<file path="src/sv/hsv_pkg.sv">
// Shared types, constants and helper function of the HSV to RGB converter.
`default_nettype none

package hsv_pkg;

  // Field widths of the color requests and results.
  localparam int unsigned HueW  = 13;
  localparam int unsigned ChanW = 8;
  localparam int unsigned FracW = 10;

  // One turn of the hue circle and the width of one sector, in 1/16 degree.
  localparam logic [HueW-1:0]  HueTurn   = 13'd5760;
  localparam logic [FracW-1:0] HueSector = 10'd960;

  // Full scale of a channel and of the product 255 * 960.
  localparam logic [ChanW-1:0] FracOne   = 8'd255;
  localparam logic [17:0]      ScaleFull = 18'd244800;

  // Reciprocal of 255: floor(2^16 / 255), leaves the quotient low by at most one.
  localparam logic [8:0]       RecipP     = 9'd257;
  localparam int unsigned      RecipPSh   = 16;
  // Reciprocal of 3825 (= 244800 / 64): floor(2^20 / 3825).
  localparam logic [8:0]       RecipQ     = 9'd274;
  localparam int unsigned      RecipQSh   = 20;
  localparam logic [11:0]      QDivisor   = 12'd3825;

  // Depth of the queue between the front and the back.
  localparam int unsigned FifoDepth = 4;
  localparam int unsigned FifoPtrW  = $clog2(FifoDepth);

  // Sector of the hue circle, each 60 degrees wide.
  typedef enum logic [2:0] {
    SECT_0,
    SECT_1,
    SECT_2,
    SECT_3,
    SECT_4,
    SECT_5
  } sector_e;

  // One classified color request as it travels from the front to the back.
  typedef struct packed {
    sector_e            sector;
    logic [FracW-1:0]   frac;
    logic [ChanW-1:0]   sat;
    logic [ChanW-1:0]   val;
  } hsv_item_t;

  // One color result.
  typedef struct packed {
    logic [ChanW-1:0] red;
    logic [ChanW-1:0] green;
    logic [ChanW-1:0] blue;
  } rgb_t;

  // Start of a sector on the hue circle.
  function automatic logic [HueW-1:0] sector_base(sector_e sector);
    logic [HueW-1:0] base;
    unique case (sector)
      SECT_0:  base = 13'd0;
      SECT_1:  base = 13'd960;
      SECT_2:  base = 13'd1920;
      SECT_3:  base = 13'd2880;
      SECT_4:  base = 13'd3840;
      SECT_5:  base = 13'd4800;
      default: base = 13'd0;
    endcase
    return base;
  endfunction

endpackage

`default_nettype wire

</file>
<file path="src/sv/hsv_if.sv">
// Valid/ready channel interfaces for color requests and color results.
`default_nettype none

interface hsv_in_if import hsv_pkg::*; ();
  logic             valid;
  logic             ready;
  logic [HueW-1:0]  hue;
  logic [ChanW-1:0] saturation;
  logic [ChanW-1:0] brightness;

  modport source (output valid, hue, saturation, brightness, input ready);
  modport sink   (input valid, hue, saturation, brightness, output ready);
endinterface

interface hsv_out_if import hsv_pkg::*; ();
  logic             valid;
  logic             ready;
  logic [ChanW-1:0] red;
  logic [ChanW-1:0] green;
  logic [ChanW-1:0] blue;

  modport source (output valid, red, green, blue, input ready);
  modport sink   (input valid, red, green, blue, output ready);
endinterface

`default_nettype wire

</file>
<file path="src/sv/hsv_to_rgb_converter.sv">
// Top level of the HSV to RGB converter: front end, request queue and arithmetic back end.
//
// Usage:
// - hsv_i carries one color request per handshake: a 13-bit hue in 1/16 degree
//   (5760 and above counts as zero), and 8-bit saturation and brightness.
// - rgb_o returns one 8-bit red, green and blue result per request, in order.
// - Both channels use valid/ready; a request moves at a clock edge where both are high.
// - Throughput is one request per clock as long as the receiver takes results.
// - A request passes through the front register, the queue, and three arithmetic
//   stages ahead of the output register, which is the fourth; rgb_o.valid rises
//   once the result is in the output register.
// - When the receiver stalls, the back end holds its stages and the result waits in
//   the output register; the four-entry queue and the front register keep taking
//   requests, so up to nine requests can be in flight before hsv_i.ready falls.
// - Reset clears all valid flags and the queue; no result is pending after reset.
`default_nettype none

module hsv_to_rgb_converter import hsv_pkg::*; (
  input  wire logic  clk_i,
  input  wire logic  rst_ni,
  hsv_in_if.sink     hsv_i,
  hsv_out_if.source  rgb_o
);

  hsv_item_t front_item;
  logic      front_valid;
  logic      fifo_full;
  hsv_item_t fifo_item;
  logic      fifo_empty;
  logic      back_ready;

  hsv_front u_front (
    .clk_i        (clk_i),
    .rst_ni       (rst_ni),
    .hsv_i        (hsv_i),
    .item_o       (front_item),
    .item_valid_o (front_valid),
    .item_ready_i (!fifo_full)
  );

  hsv_fifo u_fifo (
    .clk_i   (clk_i),
    .rst_ni  (rst_ni),
    .item_i  (front_item),
    .push_i  (front_valid),
    .full_o  (fifo_full),
    .item_o  (fifo_item),
    .pop_i   (back_ready),
    .empty_o (fifo_empty)
  );

  hsv_back u_back (
    .clk_i        (clk_i),
    .rst_ni       (rst_ni),
    .item_i       (fifo_item),
    .item_valid_i (!fifo_empty),
    .item_ready_o (back_ready),
    .rgb_o        (rgb_o)
  );

endmodule

`default_nettype wire

</file>
<file path="src/sv/hsv_front.sv">
// Front end: takes color requests, zeroes a hue of one turn or more, splits it into sector and fraction.
`default_nettype none

module hsv_front import hsv_pkg::*; (
  input  wire logic  clk_i,
  input  wire logic  rst_ni,
  hsv_in_if.sink     hsv_i,
  output hsv_item_t  item_o,
  output logic       item_valid_o,
  input  wire logic  item_ready_i
);

  logic            valid_q;
  hsv_item_t       item_q;
  hsv_item_t       item_d;
  sector_e         sector_d;
  logic [HueW-1:0] hue_wrap;
  logic [HueW-1:0] frac_full;
  logic            accept;

  // A hue of one turn or more counts as zero.
  assign hue_wrap = (hsv_i.hue >= HueTurn) ? '0 : hsv_i.hue;

  // Find the sector by comparing against the sector boundaries.
  always_comb begin
    priority if (hue_wrap >= 13'd4800) begin
      sector_d = SECT_5;
    end else if (hue_wrap >= 13'd3840) begin
      sector_d = SECT_4;
    end else if (hue_wrap >= 13'd2880) begin
      sector_d = SECT_3;
    end else if (hue_wrap >= 13'd1920) begin
      sector_d = SECT_2;
    end else if (hue_wrap >= 13'd960) begin
      sector_d = SECT_1;
    end else begin
      sector_d = SECT_0;
    end
  end

  assign frac_full = hue_wrap - sector_base(sector_d);

  // Pack the classified request.
  always_comb begin
    item_d        = '0;
    item_d.sector = sector_d;
    item_d.frac   = frac_full[FracW-1:0];
    item_d.sat    = hsv_i.saturation;
    item_d.val    = hsv_i.brightness;
  end

  // The output register takes a new request whenever it is empty or being drained.
  assign hsv_i.ready = !valid_q || item_ready_i;
  assign accept      = hsv_i.valid && hsv_i.ready;

  always_ff @(posedge clk_i or negedge rst_ni) begin
    if (!rst_ni) begin
      valid_q <= 1'b0;
    end else if (accept) begin
      valid_q <= 1'b1;
    end else if (item_ready_i) begin
      valid_q <= 1'b0;
    end
  end

  always_ff @(posedge clk_i) begin
    if (accept) begin
      item_q <= item_d;
    end
  end

  assign item_o       = item_q;
  assign item_valid_o = valid_q;

endmodule

`default_nettype wire

</file>
<file path="src/sv/hsv_fifo.sv">
// Short queue of classified requests between the front end and the arithmetic back end.
`default_nettype none

module hsv_fifo import hsv_pkg::*; (
  input  wire logic       clk_i,
  input  wire logic       rst_ni,
  input  wire hsv_item_t  item_i,
  input  wire logic       push_i,
  output logic            full_o,
  output hsv_item_t       item_o,
  input  wire logic       pop_i,
  output logic            empty_o
);

  hsv_item_t           mem_q [FifoDepth];
  logic [FifoPtrW-1:0] wr_ptr_q;
  logic [FifoPtrW-1:0] rd_ptr_q;
  logic [FifoPtrW:0]   count_q;
  logic                do_push;
  logic                do_pop;

  assign full_o  = (count_q == (FifoPtrW+1)'(FifoDepth));
  assign empty_o = (count_q == '0);
  assign do_push = push_i && !full_o;
  assign do_pop  = pop_i && !empty_o;

  // Pointers and fill level.
  always_ff @(posedge clk_i or negedge rst_ni) begin
    if (!rst_ni) begin
      wr_ptr_q <= '0;
      rd_ptr_q <= '0;
      count_q  <= '0;
    end else begin
      if (do_push) begin
        wr_ptr_q <= wr_ptr_q + 1'b1;
      end
      if (do_pop) begin
        rd_ptr_q <= rd_ptr_q + 1'b1;
      end
      if (do_push && !do_pop) begin
        count_q <= count_q + 1'b1;
      end else if (do_pop && !do_push) begin
        count_q <= count_q - 1'b1;
      end
    end
  end

  // Storage.
  always_ff @(posedge clk_i) begin
    if (do_push) begin
      mem_q[wr_ptr_q] <= item_i;
    end
  end

  assign item_o = mem_q[rd_ptr_q];

endmodule

`default_nettype wire

</file>
<file path="src/sv/hsv_back.sv">
// Back end: four-stage pipeline that computes p, q and t and orders them per sector.
`default_nettype none

module hsv_back import hsv_pkg::*; (
  input  wire logic       clk_i,
  input  wire logic       rst_ni,
  input  wire hsv_item_t  item_i,
  input  wire logic       item_valid_i,
  output logic            item_ready_o,
  hsv_out_if.source       rgb_o
);

  logic adv;

  // Stage one: saturation times the fraction and its complement, value times 255 - sat.
  logic             v1_q;
  sector_e          sector1_q;
  logic [ChanW-1:0] val1_q;
  logic [17:0]      ks1_q;
  logic [17:0]      kt1_q;
  logic [15:0]      w1_q;
  logic [FracW-1:0] frac_cmp;

  // Stage two: value times the kept fraction, and the first estimate of p.
  logic             v2_q;
  sector_e          sector2_q;
  logic [ChanW-1:0] val2_q;
  logic [25:0]      xq2_q;
  logic [25:0]      xt2_q;
  logic [15:0]      w2_q;
  logic [ChanW-1:0] ep2_q;
  logic [17:0]      keep_q;
  logic [17:0]      keep_t;
  logic [23:0]      ep_prod;

  // Stage three: estimates of q and t, and the corrected p.
  logic             v3_q;
  sector_e          sector3_q;
  logic [ChanW-1:0] val3_q;
  logic [19:0]      yq3_q;
  logic [19:0]      yt3_q;
  logic [ChanW-1:0] eq3_q;
  logic [ChanW-1:0] et3_q;
  logic [ChanW-1:0] p3_q;
  logic [19:0]      yq;
  logic [19:0]      yt;
  logic [28:0]      eq_prod;
  logic [28:0]      et_prod;
  logic [15:0]      rp;

  // Stage four: corrected q and t, then the sector ordering into the output register.
  logic             out_valid_q;
  rgb_t             rgb_q;
  rgb_t             rgb_d;
  logic [19:0]      rq;
  logic [19:0]      rt;
  logic [ChanW-1:0] q4;
  logic [ChanW-1:0] t4;

  // The whole pipeline moves when the output register is free or being taken.
  assign adv          = !out_valid_q || rgb_o.ready;
  assign item_ready_o = adv;

  always_ff @(posedge clk_i or negedge rst_ni) begin
    if (!rst_ni) begin
      v1_q        <= 1'b0;
      v2_q        <= 1'b0;
      v3_q        <= 1'b0;
      out_valid_q <= 1'b0;
    end else if (adv) begin
      v1_q        <= item_valid_i;
      v2_q        <= v1_q;
      v3_q        <= v2_q;
      out_valid_q <= v3_q;
    end
  end

  assign frac_cmp = HueSector - item_i.frac;

  always_ff @(posedge clk_i) begin
    if (adv) begin
      sector1_q <= item_i.sector;
      val1_q    <= item_i.val;
      ks1_q     <= 18'(item_i.sat) * 18'(item_i.frac);
      kt1_q     <= 18'(item_i.sat) * 18'(frac_cmp);
      w1_q      <= 16'(item_i.val) * 16'(FracOne - item_i.sat);
    end
  end

  assign keep_q  = ScaleFull - ks1_q;
  assign keep_t  = ScaleFull - kt1_q;
  assign ep_prod = 24'(w1_q) * 24'(RecipP);

  always_ff @(posedge clk_i) begin
    if (adv) begin
      sector2_q <= sector1_q;
      val2_q    <= val1_q;
      xq2_q     <= 26'(val1_q) * 26'(keep_q);
      xt2_q     <= 26'(val1_q) * 26'(keep_t);
      w2_q      <= w1_q;
      ep2_q     <= ep_prod[RecipPSh +: ChanW];
    end
  end

  // Dividing by 244800 is a shift by six, then a divide by 3825.
  assign yq      = xq2_q[25:6];
  assign yt      = xt2_q[25:6];
  assign eq_prod = 29'(yq) * 29'(RecipQ);
  assign et_prod = 29'(yt) * 29'(RecipQ);
  assign rp      = w2_q - 16'(ep2_q) * 16'(FracOne);

  always_ff @(posedge clk_i) begin
    if (adv) begin
      sector3_q <= sector2_q;
      val3_q    <= val2_q;
      yq3_q     <= yq;
      yt3_q     <= yt;
      eq3_q     <= eq_prod[RecipQSh +: ChanW];
      et3_q     <= et_prod[RecipQSh +: ChanW];
      p3_q      <= ep2_q + ChanW'(rp >= 16'(FracOne));
    end
  end

  // The reciprocal estimates are at most one low; one compare fixes them.
  assign rq = yq3_q - 20'(eq3_q) * 20'(QDivisor);
  assign rt = yt3_q - 20'(et3_q) * 20'(QDivisor);
  assign q4 = eq3_q + ChanW'(rq >= 20'(QDivisor));
  assign t4 = et3_q + ChanW'(rt >= 20'(QDivisor));

  // Each sector has its own order of v, p, q and t. Zero saturation makes all four equal v.
  always_comb begin
    unique case (sector3_q)
      SECT_0:  rgb_d = '{red: val3_q, green: t4,     blue: p3_q};
      SECT_1:  rgb_d = '{red: q4,     green: val3_q, blue: p3_q};
      SECT_2:  rgb_d = '{red: p3_q,   green: val3_q, blue: t4};
      SECT_3:  rgb_d = '{red: p3_q,   green: q4,     blue: val3_q};
      SECT_4:  rgb_d = '{red: t4,     green: p3_q,   blue: val3_q};
      default: rgb_d = '{red: val3_q, green: p3_q,   blue: q4};
    endcase
  end

  always_ff @(posedge clk_i) begin
    if (adv) begin
      rgb_q <= rgb_d;
    end
  end

  assign rgb_o.valid = out_valid_q;
  assign rgb_o.red   = rgb_q.red;
  assign rgb_o.green = rgb_q.green;
  assign rgb_o.blue  = rgb_q.blue;

endmodule

`default_nettype wire

</file>
<file path="src/flat_wrapper.sv">
// flat-port wrapper written by rule: the top's interface ports become plain ports
module hsv_to_rgb_converter_flat import hsv_pkg::*;
  (clk_i, rst_ni, hsv_i_valid, hsv_i_hue, hsv_i_saturation, hsv_i_brightness, hsv_i_ready, rgb_o_valid, rgb_o_red, rgb_o_green, rgb_o_blue, rgb_o_ready);
  hsv_in_if hsv_i_i ();
  hsv_out_if rgb_o_i ();
  input  wire logic clk_i;
  input  wire logic rst_ni;
  input wire logic [$bits(hsv_i_i.valid)-1:0] hsv_i_valid;
  input wire logic [$bits(hsv_i_i.hue)-1:0] hsv_i_hue;
  input wire logic [$bits(hsv_i_i.saturation)-1:0] hsv_i_saturation;
  input wire logic [$bits(hsv_i_i.brightness)-1:0] hsv_i_brightness;
  output wire logic [$bits(hsv_i_i.ready)-1:0] hsv_i_ready;
  output wire logic [$bits(rgb_o_i.valid)-1:0] rgb_o_valid;
  output wire logic [$bits(rgb_o_i.red)-1:0] rgb_o_red;
  output wire logic [$bits(rgb_o_i.green)-1:0] rgb_o_green;
  output wire logic [$bits(rgb_o_i.blue)-1:0] rgb_o_blue;
  input wire logic [$bits(rgb_o_i.ready)-1:0] rgb_o_ready;
  assign hsv_i_i.valid = hsv_i_valid;
  assign hsv_i_i.hue = hsv_i_hue;
  assign hsv_i_i.saturation = hsv_i_saturation;
  assign hsv_i_i.brightness = hsv_i_brightness;
  assign hsv_i_ready = hsv_i_i.ready;
  assign rgb_o_valid = rgb_o_i.valid;
  assign rgb_o_red = rgb_o_i.red;
  assign rgb_o_green = rgb_o_i.green;
  assign rgb_o_blue = rgb_o_i.blue;
  assign rgb_o_i.ready = rgb_o_ready;
  hsv_to_rgb_converter u_core (.clk_i(clk_i), .rst_ni(rst_ni), .hsv_i(hsv_i_i), .rgb_o(rgb_o_i));
endmodule
</file>
<file path="config.mk">
export PLATFORM = sky130hd
export DESIGN_NAME = hsv_to_rgb_converter_flat
export DESIGN_NICKNAME = d
export VERILOG_FILES = /design/src/sv/hsv_pkg.sv /design/src/sv/hsv_if.sv /design/src/sv/hsv_to_rgb_converter.sv /design/src/sv/hsv_front.sv /design/src/sv/hsv_fifo.sv /design/src/sv/hsv_back.sv /design/src/flat_wrapper.sv
export SDC_FILE = /design/constraint.sdc
export NUM_CORES = 2
export LEC_CHECK = 0
export ABC_CLOCK_PERIOD_IN_PS = 10400
export BUFFER_PORTS_ARGS = -buffer_cell sky130_fd_sc_hd__buf_2
export CAP_MARGIN = 0
export CELL_PAD_IN_SITES_DETAIL_PLACEMENT = 0
export CELL_PAD_IN_SITES_GLOBAL_PLACEMENT = 2
export CORE_MARGIN = 4
export CORE_UTILIZATION = 48
export DETAILED_ROUTE_END_ITERATION = 16
export PLACE_DENSITY_LB_ADDON = 0.1
export SYNTH_ARGS = -nofsm -noshare
export SYNTH_HDL_FRONTEND = slang
export SYNTH_SLANG_ARGS = --single-unit
</file>
<file path="constraint.sdc">
create_clock -name clk_i -period 10.4 [get_ports clk_i]
set_clock_uncertainty 0.2 [all_clocks]
set_input_delay 3.12 -clock clk_i [delete_from_list [all_inputs] [get_ports clk_i]]
set_output_delay 3.12 -clock clk_i [all_outputs]
set_load 0.02 [all_outputs]
</file>
==> impl_metrics.env <==
export IMPL_synth_top_family_by_area="adder cells"
export IMPL_place_gp_congestion=0.807
export IMPL_hold_buffers=0
export IMPL_cpMaxStageDelayCell="fa_1"
export IMPL_die_x_um=301
export IMPL_path_clk_slew_ns=0.06
export IMPL_synth_largest_area_cell="edfxtp_1"
export IMPL_area_growth_syn_to_layout_pct=7.77
export IMPL_nets=5036
export IMPL_seq_area_frac_synth_pct=28.5
export IMPL_cts_root_buf="clkbuf_16"
export IMPL_postSynthAreaPerCell_um2=10.5
export IMPL_synth_xor_area_share_pct=4.01
export IMPL_drt_antenna_violating_nets=0
export IMPL_h_tree_depth=2
export IMPL_drt_pre_antenna_iters=5
export IMPL_cts_repair_resized=0
export IMPL_finalMaxSlewViolations=0
export IMPL_drt_total_wl_um=88600
export IMPL_synthArstFlopShare_pct=3.05
export IMPL_critPathCaptureType="register"
export IMPL_antenna_found_initial=1
export IMPL_vias=26200
export IMPL_setup_viol=0
export IMPL_worstSkewPairLatency_ns=0.59
export IMPL_crit_family="adder cells"
export IMPL_start_util_pct=48.4
export IMPL_tns_ns=0
export IMPL_avgViaCountPerCell=5.07
export IMPL_critical_path_max_fanout=36
export IMPL_die_area_um2=90600
export IMPL_post_route_min_period_ns=7.06
export IMPL_maxCapViolCount=0
export IMPL_cts_buffer_depth=3
export IMPL_final_cell_mix="814 x inv_1, 536 x ha_1, 473 x fa_1, 381 x nand2_1, 381 x edfxtp_1"
export IMPL_netlist_instances=3940
export IMPL_slew_headroom_pct=16.2
export IMPL_path_common_cell="fa_1"
export IMPL_synthAdderAreaFrac_pct=39.3
export IMPL_critPathRequiredTime_ns=10.54
export IMPL_synth_area_mux_share_pct=2.27
export IMPL_dp_hpwl_um=69600
export IMPL_synth_compound_gate_area_share_pct=6.56
export IMPL_core_um2=85100
export IMPL_outcome="finished clean"
export IMPL_hold_path_class="register to register"
export IMPL_clock_fmax_ghz=0.142
export IMPL_synth_cell_types=84
export IMPL_synth_main_ff_cell="edfxtp_1"
export IMPL_critical_path_class="register to register"
export IMPL_grt_setup_unrepaired="no"
export IMPL_yosys_warnings=0
export IMPL_crit_buf_inv=5
export IMPL_die_h_um=301
export IMPL_overflow=0
export IMPL_yosys_top_cells_area="edfxtp_1 28%, fa_1 23%, ha_1 16%, inv_1 7.4%, nand2_1 3.5%"
export IMPL_cp_cell_sequence="buf_4, mux2_2, o21a_1, inv_2, ha_1, nand2_1, xor2_1, nand2_1, fa_1, fa_1, inv_1, fa_1, inv_1, fa_1, inv_1, ha_1, a21boi_1, o21ai_1, a211oi_1, nor3_1, o41ai_1, a21oi_1, xnor2_1"
export IMPL_post_cts_buffers=0
export IMPL_hold_viol_final=0
export IMPL_crit_path_start_kind="register"
export IMPL_wl_per_cell_um=17.1
export IMPL_netlist_area_um2=41200
export IMPL_post_route_period_util_pct=67.9
export IMPL_cts_inserted_buffers=46
export IMPL_cts_tree="yes"
export IMPL_grt_first_pass_wirelength_um=148000
export IMPL_cp_arrival_ns=7.20
export IMPL_final_common_cell="inv_1"
export IMPL_synth_edf_count=381
export IMPL_grt_use_total_pct=20.5
export IMPL_syn_nets=4982
export IMPL_max_stage_delay_ns=0.54
export IMPL_ios=59
export IMPL_rows=107
export IMPL_drt_iter0_drc=1298
export IMPL_n_antenna_cell=0
export IMPL_tightest_slew_ns=1.26
export IMPL_layout_drive_gt1_share_pct=5.69
export IMPL_synth_top_area_share_pct=27.8
export IMPL_drcViolationCount=0
export IMPL_ys_ff_latch=393
export IMPL_clock_sinks=393
export IMPL_grt_max_degree=152
export IMPL_portBuffers=58
export IMPL_synth_simple_gate_area_share_pct=11.2
export IMPL_grt_pass1_vias=28000
cells in the mapped netlist (31+ instances only):
master,n
nand3_1,37
a21oi_1,111
xor2_1,58
xnor2_1,124
edfxtp_1,381
clkbuf_1,66
ha_1,536
nor2_1,199
o21ai_0,66
and2_1,181
a21o_1,31
inv_1,815
fa_1,473
nor3_1,46
nor2b_1,44
o21a_1,42
nand2_1,381
routing by layer:
| layer | vias to the layer above | part of all wire (%) | track usage [%] |
|---|---|---|---|
| met2 | 307 | 48 | 35.1 |
| li1 | 12900 | - | - |
| met1 | 12900 | 47 | 28.5 |
| met3 | 101 | 2.4 | 1.74 |
| met5 | - | 0 | 0 |
| met4 | 0 | 2.5 | 4.91 |
state kept, by name, summed over array words and instances (netlist names), 17 cells and up:
name	count
u_core.u_fifo.mem_q	116
u_core.u_front.item_o	29
u_core.u_back.xq2_q	20
u_core.u_back.xt2_q	20
u_core.u_back.yq3_q	20
u_core.u_back.yt3_q	20
u_core.u_back.ks1_q	18
u_core.u_back.kt1_q	17
worst register-to-register path, delay by kind of cell (launching register included):
family          cells  cell delay [ns]
fa+ha+maj           6             2.59
buf+inv             5             0.76
flops               1             0.41
mux                 1             0.41
compound gates      6             1.44
simple gates        3             0.38
xor+xnor            2             0.63
logic make-up after synthesis:
logic type,Yosys count
compound gates,411
xor+xnor,185
fa+ha+maj,1010
buf+inv,898
flops,393
mux,67
simple gates,976
final timing paths:
check,depth (start not counted),from,endpoint,slack (ns)
max,23,u_core.u_fifo.rd_ptr_q[1],u_core.u_back.kt1_q[17],3.34
min,0,u_core.u_back.val2_q[1],u_core.u_back.val3_q[1],0.22
max reg2reg,23,u_core.u_fifo.rd_ptr_q[1],u_core.u_back.kt1_q[17],3.34
min reg2reg,0,u_core.u_back.val2_q[1],u_core.u_back.val3_q[1],0.22
max in group asynchronous,1,rst_ni,u_core.u_fifo.rd_ptr_q[0],7.52
min in group asynchronous,1,rst_ni,u_core.u_front.item_valid_o,2.23
layout make-up:
type	count	area (µm²)
Clock buffer	52	1170
Clock inverter	28	388
Fill cell	7891	40700
Inverter	819	3080
Multi-Input combinational cell	2649	26100
Sequential cell	393	11700
Tap cell	1144	1430
Timing Repair Buffer	85	505
metrics by stage:
| step | worst slack (ns) | std cells | util (%) | hold WS [ns] | area [µm²] |
|---|---|---|---|---|---|
| 6_report | 3.34 | 5170 | 52.2 | 0.218 | 44400 |
| 3_3_place_gp | 3.47 | 5090 | 50.3 | 0.202 | 42800 |
| 5_1_grt | 2.81 | 5170 | 52.2 | 0.237 | 44400 |
| 3_5_place_dp | 3.34 | 5090 | 50.3 | 0.205 | 42800 |
| 2_1_floorplan | 1.85 | 3940 | - | 0.200 | 41200 |
| 4_1_cts | 3.34 | 5170 | 52.2 | 0.217 | 44400 |
Power is left out: the tool's default activity adds up to more than one toggle a clock period on the data nets, which glitch-free logic cannot reach.
